**src/rtl/core/assert_macros.svh**
```systemverilog
// Assertion macros used by the top level of the descending argsort unit.
// Expects signals clk and arst_n in the scope where a macro is used.
`ifndef ASSERT_MACROS_SVH
`define ASSERT_MACROS_SVH
`ifndef SYNTH
`define ASSERT_CLK(lbl, prop, msg) \
	lbl: assert property (@(posedge clk) disable iff (!arst_n) prop) else $error(msg);
`define ASSERT_NEVER(lbl, expr, msg) \
	lbl: assert property (@(posedge clk) disable iff (!arst_n) !(expr)) else $error(msg);
`else
`define ASSERT_CLK(lbl, prop, msg)
`define ASSERT_NEVER(lbl, expr, msg)
`endif
`endif

```
**src/rtl/core/dasort_pkg.sv**
```systemverilog
// Shared constants and types for the descending argsort unit.
// No dependencies; used by dasort_cell and descending_argsort_unit.
package dasort_pkg;

	localparam int MAX_ITEMS_DEF = 64;
	localparam int KEY_WIDTH_DEF = 32;

	// Field widths of the stream payloads
	localparam int KEY_FIELD_W = 32;
	localparam int INDEX_W     = 6;
	localparam int OUT_TDATA_W = 40;

	typedef struct packed {
		logic ins;
		logic shift;
	} cell_ctl_t;

endpackage

```
**src/rtl/core/dasort_cell.sv**
```systemverilog
// One cell of the sorted insertion chain: holds a key, its arrival index and a valid bit.
// Depends on dasort_pkg for the control struct.
module dasort_cell #(
	parameter int KW = 32,
	parameter int IW = 6
) (
	input  logic                  clk,
	input  logic                  arst_n,
	input  dasort_pkg::cell_ctl_t ctl,
	input  logic [KW-1:0]         new_key,
	input  logic [IW-1:0]         new_idx,
	input  logic                  prev_keep,
	input  logic                  prev_valid,
	input  logic [KW-1:0]         prev_key,
	input  logic [IW-1:0]         prev_idx,
	input  logic                  next_valid,
	input  logic [KW-1:0]         next_key,
	input  logic [IW-1:0]         next_idx,
	output logic                  keep,
	output logic                  valid,
	output logic [KW-1:0]         key,
	output logic [IW-1:0]         idx
);

	logic          valid_q;
	logic [KW-1:0] key_q;
	logic [IW-1:0] idx_q;

	// Equal keys stay ahead of a newcomer, which keeps the order stable
	assign keep  = valid_q && (key_q >= new_key);
	assign valid = valid_q;
	assign key   = key_q;
	assign idx   = idx_q;

	always_ff @(posedge clk or negedge arst_n) begin
		if (!arst_n) begin
			valid_q <= 1'b0;
		end else if (ctl.shift) begin
			valid_q <= next_valid;
		end else if (ctl.ins && !keep) begin
			valid_q <= prev_keep ? 1'b1 : prev_valid;
		end
	end

	always_ff @(posedge clk) begin
		if (ctl.shift) begin
			key_q <= next_key;
			idx_q <= next_idx;
		end else if (ctl.ins && !keep) begin
			if (prev_keep) begin
				key_q <= new_key;
				idx_q <= new_idx;
			end else begin
				key_q <= prev_key;
				idx_q <= prev_idx;
			end
		end
	end

endmodule

```
**config.mk**
```make
export PLATFORM = sky130hd
export DESIGN_NAME = dasort_cell
export DESIGN_NICKNAME = d
export VERILOG_FILES = /design/src/rtl/core/assert_macros.svh /design/src/rtl/core/dasort_pkg.sv /design/src/rtl/core/dasort_cell.sv
export SDC_FILE = /design/constraint.sdc
export NUM_CORES = 1
export LEC_CHECK = 0
export ABC_CLOCK_PERIOD_IN_PS = 3700
export BUFFER_PORTS_ARGS = -buffer_cell sky130_fd_sc_hd__buf_2
export CORE_UTILIZATION = 45
export DETAILED_ROUTE_END_ITERATION = 6
export GPL_TIMING_DRIVEN = 0
export HOLD_SLACK_MARGIN = 0.03
export PLACE_DENSITY = 0.81
export SYNTH_ARGS = -nofsm -noshare
export SYNTH_HDL_FRONTEND = slang
export SYNTH_SLANG_ARGS = --single-unit
export TNS_END_PERCENT = 5
```
**constraint.sdc**
```tcl
create_clock -name clk -period 3.7 [get_ports clk]
set_input_delay 0.74 -clock clk [delete_from_list [all_inputs] [get_ports clk]]
set_output_delay 0.74 -clock clk [all_outputs]
set_load 0.01 [all_outputs]
```
### Word-level counts from Yosys, hierarchy flattened

Index checks and enable logic that the tools add are counted.

| word-level totals | value |
|---|---|
| flip-flop bits (word level) | 39 |
| input port bits | 121 |
| output and inout port bits | 40 |
| logic and storage cells | 17 |

| cells by class | value |
|---|---|
| $lt $le $gt $ge | 1 |
| muxes and demuxes | 9 |
| reduce and logical (&&, ||, !) cells | 4 |

Operators by type and width:

| cell | number |
|---|---|
| 32-bit 2-to-1 mux | 3 |
| 32-bit >= comparator | 1 |
| 6-bit 2-to-1 mux | 3 |
| 1-bit 2-to-1 mux | 3 |
| 1-bit logical AND | 2 |
| 2-bit nonzero test | 1 |
| 1-bit logical NOT | 1 |

### Depth between registers and ports, before layout

Gate-level depths: netlist (run 1).

| depth | value |
|---|---|
| depth after elaboration | 6 |
| depth in mapped cells | 7 |
| gate-level depth less buffers | 7 |

### Worst setup path after synthesis (run 1)

OpenSTA, ideal clock, no wires.

| timing | value |
|---|---|
| kind | input to register |
| start point | input port new_key[13] |
| end point | register idx_q[0] (netlist: idx[0]), enable pin |
| setup time | 0.398 ns |
| arrival | 2.784 ns |
| data required time | 3.302 ns |
| path slack | 0.517 ns |
| cell stages on the path | 7 |
| path buffers | 0 |
| cells stage by stage | inv_1 > ha_1 > a21o_1 > a21o_1 > a221o_1 > o21ai_2 > a31o_1 |

| on the way | value |
|---|---|
| longest elaborated chain between the ends | 5 |

Ends and longest elaborated chain:

| what | RTL line | text |
|---|---|---|
| start, declared | dasort_cell.sv:10 | `input logic [KW-1:0] new_key,` |
| 32-bit >= comparator | dasort_cell.sv:30 | `assign keep = valid_q && (key_q >= new_key);` |
| 1-bit logical AND | dasort_cell.sv:30 |  |
| 1-bit logical NOT | dasort_cell.sv:49 | `end else if (ctl.ins && !keep) begin` |
| 1-bit logical AND | dasort_cell.sv:49 |  |
| 2-bit nonzero test (no line) | - |  |
| end signal, assigned | dasort_cell.sv:48 | `idx_q <= next_idx;` |
| end signal, assigned | dasort_cell.sv:52 | `idx_q <= new_idx;` |
| end signal, assigned | dasort_cell.sv:55 | `idx_q <= prev_idx;` |
| end, declared | dasort_cell.sv:27 | `logic [IW-1:0] idx_q;` |

Every way passes these cells.
A chain may end at the register's enable or synchronous reset.

### Final worst setup path (run 1)

| timing | value |
|---|---|
| start point | input port new_key[30] |
| end point | output port keep |

| on the way | value |
|---|---|
| longest elaborated chain between the ends | 2 |

Ends and longest elaborated chain:

| what | RTL line | text |
|---|---|---|
| 32-bit >= comparator | dasort_cell.sv:30 |  |
| 1-bit logical AND | dasort_cell.sv:30 |  |
| end, declared | dasort_cell.sv:19 | `output logic keep,` |

Every way passes these cells.

==> out/results.tsv, run 1 <==
metric	value	unit
ant diodes	0	
WP data required	2960	ps
final hold violations	0	
Hold Buf Count CTS	0	
register area	1166	sq um
crit share post-route	83.03	%
Crit Reg-Reg Endpoint	key[0]	
IR Drop Worst-Case VDD	0.0001845	V
CP startpoint kind	input port	
TritonCTS Sinks	39	
Mapped Avg Cell Area	9.834	sq um
reg2reg setup slack	1110	ps
DIE AREA	6548	sq um
Post-Layout Cell Count	528	
RSZ-0062 raised after global routing	no	
Post-DP HPWL	5.870	mm
First-pass DRT Iterations	4	
library cells used by synthesis	30	
DP Area	3720	sq um
antenna violations before repair	0	
total track usage	21.81	%
Slew Limit Fails	0	
min cycle time layout	3072	ps
Seq cells post-synth	39	
Post-Syn Nets	438	
fmax	325.5	MHz
Die Y	80.92	microns
R2R cell count	7	
WL/cell	13.67	microns
worst setup path class	in -> out	
hold slack	220.0	ps
vias in the first global route	2538	
CTS HTree Levels	2	
initial core utilization	47.06	%
Max clock buf depth	2	
placer's final routability congestion estimate	0.7815	
slew at the pin closest to its max-slew limit	519.3	ps
I/O Buffers	159	
TritonCTS clock tree	done	
Final Skew	3.810	ps
first-pass GRT wire length	10.87	mm
Synth area leader	edfxtp_1	
worst min path class	in -> async	
CP max FO	4	
Clk Latency, worst-skew pair	280	ps
P per Cell Area	362.1	nW/um^2
Critical path origin	new_key[30]	
RR Startpoint	key[30]	
Place WS	569.7	ps
WL final	7.217	mm
Resized Gates After CTS	0	
fill count	529	
YS warnings	0	
run status	finished clean	
Arr. time, crit path	2330	ps
Final ANT Viol Nets	0	
# IOs	161	
max_slew headroom	65.38	%
vias per std cell	5.013	
cell area after layout	3852	sq um
PnR worst setup slack	628.0	ps
top cell type's share of synthesized area	40.71	%
Critical path destination	keep	
Synth area leaders	edfxtp_1 (41%), ha_1 (14%), mux2i_1 (14%), o21ai_0 (7.7%), nand2_1 (5.9%)	
sequential share of the synthesized area	41.61	%
drc violations	0	
ratio of cells with drive above 1 in the final layout	39.29	%
Root Buffer	clkbuf_8	
clock buffer count from CTS	5	
drt initial violations	64	
Max Cap Viol	0	
Post-CTS Setup Bufs	0	
clk slew on worst S/H paths	80	ps
# rows	28	
Final nets	605	
chip width	80.92	microns
total gr overflow	0	
core box area	5956	sq um
Pleak	2.054	nW
largest net degree at the start of global routing	24	
Syn Std Cell Area	2803	sq um
Cells after DPL	520	
final setup violating endpoints	0	
area delta synth->final	37.46	%
CP endpoint kind	output pin	
Vias	2647	
cells after synthesis	285	
Multi-input gate area	1446	sq um
## power by group
| group | total, mW | switching (mW) | internal [mW] | leakage, nW |
|---|---|---|---|---|
| combinational | 0.387 | 0.203 | 0.184 | 1.58 |
| sequential | 0.587 | 0.0289 | 0.558 | 0.407 |
| clock | 0.421 | 0.152 | 0.270 | 0.0654 |
| total | 1.39 | 0.384 | 1.01 | 2.05 |
## kinds of logic after synthesis
family                     count (synthesis)  synth area share [%]
buffers and inverters                     47                 6.785
adders and majority gates                 32                 14.29
and+or+nand+nor                           59                 9.286
DFF                                       39                 41.61
AOI/OAI and AO/OA                         70                 14.46
muxes                                     38                 13.57
## worst max-delay path, cell delays in order
cell      delay (ps)
buf_2            100
inv_1             40
ha_1             300
nand4_1          170
nor4_1           500
o21ai_2          130
a21boi_0         180
buf_2            160
## synth_stat cells
cell	number
nor2_1	1
nand4_1	5
dfrtp_1	1
nor3_1	1
ha_1	32
o32ai_1	1
nand2_1	44
buf_4	2
clkbuf_1	6
a21boi_0	1
a221o_1	2
o21a_1	2
nor3_2	1
nor4_1	1
and4_1	2
mux2i_1	38
edfxtp_1	38
nand2b_1	1
a2111oi_2	1
buf_2	5
o21ai_2	1
a211oi_1	1
a31oi_1	1
a21o_1	4
a21oi_1	11
o211ai_1	1
o21ai_0	43
nand3_1	3
inv_1	34
a31o_1	1
## layer usage
layer | GRT usage (%) | vias to the layer above | part of all wire [%]
met5 | 0 | - | 0
met4 | 6.071 | 0 | 1.3
met3 | 3.820 | 9 | 5.2
met2 | 41.01 | 93 | 51
met1 | 25.07 | 1188 | 42
li1 | - | 1357 | -
## worst min path at each step
stage | start | endpoint | slack, ps | cells past startpoint
global placement | arst_n | valid | 520 | 1
finish | arst_n | valid | 220 | 1
global route | arst_n | valid | 200 | 1
detailed placement | arst_n | valid | 520 | 1
CTS | arst_n | valid | 210 | 1
floorplan | arst_n | valid | 440 | 0
## cell usage in the layout (no fill, tap or decap)
master     count
a21o_1         4
buf_4          2
clkbuf_8       5
a2111oi_2      1
o21a_1         2
nand2b_1       1
a211oi_1       1
inv_1         34
nor3_1         1
nor2_1         1
o21ai_0       43
nor4_1         1
bufinv_16      2
mux2i_1       38
o21ai_2        1
dfrtp_1        1
nand2_1       44
ha_1          32
buf_2        164
nand4_1        5
and4_1         2
a31oi_1        1
a31o_2         1
o32ai_1        1
a21boi_0       1
a221o_1        2
nand3_1        3
nor3_2         1
clkbuf_1       7
edfxtp_1      38
buf_16         1
a21oi_1       11
o211ai_1       1
## sequential cells by signal, summed over array words and instances, names as in the netlist
| register | count |
|---|---|
| idx | 6 |
| key | 32 |
| valid | 1 |
## area by class of cell
| class | instances | area share, % |
|---|---|---|
| Clock inverter | 2 | 1.559 |
| Inverter | 34 | 3.313 |
| Sequential cell | 39 | 30.27 |
| Clock buffer | 6 | 1.884 |
| Multi-Input combinational cell | 199 | 37.54 |
| Buffer | 13 | 1.624 |
| Timing Repair Buffer | 160 | 21.37 |
| Tap cell | 75 | 2.436 |
## stage by stage
stage	total power, mW	util (%)	TNS (ps)
final	1.395	64.68	0
after CTS	1.417	64.68	0
after floorplan	0.8060	-	0
after global routing	1.482	64.68	0
after global placement	0.9672	62.00	-4512
after detailed placement	0.9895	62.46	0
(Power assumes the default switching activity.)
==> run 2: changes to the inputs <==
- ABC_CLOCK_PERIOD_IN_PS: 3700 -> 2900
- clock period: 3.7 -> 2.9 ns (I/O delays scaled with it)
==> out/results.tsv, run 2 (same netlist as run 1, synthesis figures left out) <==
metric	value	unit	change
met1 Track Usage GR	27.00	%	+1.9 points
Final ANT Viol Nets	0		unchanged
drt initial violations	107		+67%
First-pass DRT Iterations	4		unchanged
CTS HTree Levels	2		unchanged
total gr overflow	0		unchanged
Slowest cell on crit path	edfxtp_1		
CP max FO	4		unchanged
CP startpoint kind	flip-flop		
Max Cap Viol	0		unchanged
max reg flops	32		unchanged
WL final	7.376	mm	+2.2%
chip width	80.92	microns	unchanged
clock buffer count from CTS	5		unchanged
slew at the pin closest to its max-slew limit	560.4	ps	+41.10 ps
Worst path top cell family by delay	simple AND/OR/NAND/NOR gates		
Final Skew	5.389	ps	+1.579 ps
Buf/Inv on CP	1		-2
ant diodes	0		unchanged
ratio of cells with drive above 1 in the final layout	39.82	%	+0.53 points
Clk Latency, worst-skew pair	290	ps	about the same
total track usage	22.97	%	+1.2 points
Final nets	604		-0.17%
final setup violating endpoints	0		unchanged
Vias	2712		+2.5%
I/O Buffers	159		unchanged
Max clock buf depth	2		unchanged
WP data required	2320	ps	-640 ps
# rows	28		unchanged
RR Startpoint	key[31]		
Crit Reg-Reg Endpoint	key[13]		
Post-DP HPWL	5.920	mm	+0.86%
reg2reg setup slack	350	ps	-760 ps
min cycle time layout	2765	ps	
vias in the first global route	2560		+0.87%
clk slew on worst S/H paths	80	ps	about the same
RSZ-0062 raised after global routing	no		
most common cell after layout, fill and taps aside	buf_2		
first-pass GRT wire length	11.45	mm	+5.3%
Slew Limit Fails	0		unchanged
GR peak layer	met2		
Die Y	80.92	microns	unchanged
area delta synth->final	35.76	%	
TritonCTS Sinks	39		unchanged
fill count	546		+3.2%
CP max stage delay	430	ps	-70 ps
commonest non-fill, non-tap cells in the layout	buf_2 (164), nand2_1 (44), o21ai_0 (43), mux2i_1 (38), edfxtp_1 (38)		
# IOs	161		unchanged
PnR Total Power	1.609	mW	+15%
worst min path class	in -> async		
CP endpoint kind	output pin		
antenna violations before repair	0		unchanged
Pleak	2.027	nW	-1.3%
WL/cell	14.00	microns	+2.4%
run status	finished clean		
vias per std cell	5.146		+2.7%
placer's final routability congestion estimate	0.7740		-0.96%
largest net degree at the start of global routing	39		+63%
DIE AREA	6548	sq um	unchanged
worst setup path class	reg -> out		
P per Cell Area	422.9	nW/um^2	+17%
met3 Use GR	5.169	%	+1.3 points
R2R cell count	6		-1
Arr. time, crit path	2180	ps	-150 ps
final hold violations	0		unchanged
max_slew headroom	62.64	%	-2.7 points
crit share post-route	95.33	%	
initial core utilization	47.06	%	unchanged
met2 Track Usage GR	41.34	%	+0.34 points
CP cell instances	ha_1 -> nand4_1 -> nor3_1 -> a221o_1 -> nor3_4 -> a21boi_0 -> buf_2		
Hold Buf Count CTS	0		unchanged
Post-CTS Setup Bufs	0		unchanged
drc violations	0		unchanged
setup TNS	0	ps	unchanged
TritonCTS clock tree	done		
Root Buffer	clkbuf_8		
IR Drop Worst-Case VDD	0.0002250	V	+22%
fmax	361.7	MHz	
core box area	5956	sq um	unchanged
==> run 2: cell count changes in the layout (fill, tap and decap cells not counted) <==
cell,previous run,this run
nor3_2,1,0
buf_16,1,0
a31o_4,0,1
nor4_1,1,0
nor3_4,0,1
clkinv_2,0,3
a31o_2,1,0
bufinv_16,2,0
nor4_2,0,1
clkbuf_1,7,6
o32ai_2,0,1
o32ai_1,1,0
==> run 2: how the worst max path moves through the flow <==
stage | from | endpoint | slack [ps] | cells past startpoint
2_1_floorplan | new_key[13] | idx[0] | 230 | 7
3_5_place_dp | new_key[31] | idx[5] | -250 | 8
4_1_cts | key[31] | key[16] | 40 | 6
3_3_place_gp | new_key[30] | idx[1] | -230 | 8
5_1_grt | key[31] | keep | 0.7 | 6
6_report | key[31] | keep | 140 | 7
==> run 2: layer usage <==
metal  vias up  wire (microns)
li1       1358               -
met2       103            3772
met1      1238            3005
met3        13             511
met5         -               0
met4         0              87
==> run 2: final cells by class <==
type | instances | area (sq um) | area share [%]
Multi-Input combinational cell | 199 | 1475 | 38.77
Sequential cell | 39 | 1166 | 30.65
Timing Repair Buffer | 159 | 795.8 | 20.91
Inverter | 34 | 127.6 | 3.354
Tap cell | 75 | 93.84 | 2.466
Clock buffer | 5 | 68.82 | 1.809
Buffer | 13 | 62.56 | 1.644
Clock inverter | 3 | 15.01 | 0.3946
==> run 2: power breakdown <==
part / internal, mW / switching [mW] / total, mW
clock network: 0.165 / 0.198 / 0.362
registers: 0.712 / 0.0373 / 0.749
logic: 0.231 / 0.267 / 0.497
==> run 2: timing repair <==
item                                   CTS  global route
endpoints found under the hold margin    0             0
gates resized for setup                  0             4
setup endpoints to repair                0            39
==> run 2: worst register-to-register path, cell delays in order, from the launching register on <==
cell,delay (ps)
edfxtp_1,430
ha_1,320
nand4_1,200
nor3_1,80
a221o_1,360
nor3_4,220
a31o_4,570
==> run 2: stage by stage <==
stage                     utilization (%)  worst slack, ps  cell area, sq um  hold WS, ps  std cells
final                               63.89            135.3              3805        48.35        527
after CTS                           63.40            36.16              3776        37.79        527
after detailed placement            62.00           -250.4              3692        355.2        519
after global placement              62.00           -228.7              3692        355.8        519
after floorplan                         -            228.9              2803        284.4        285
after global routing                63.89           0.6970              3805        37.02        527
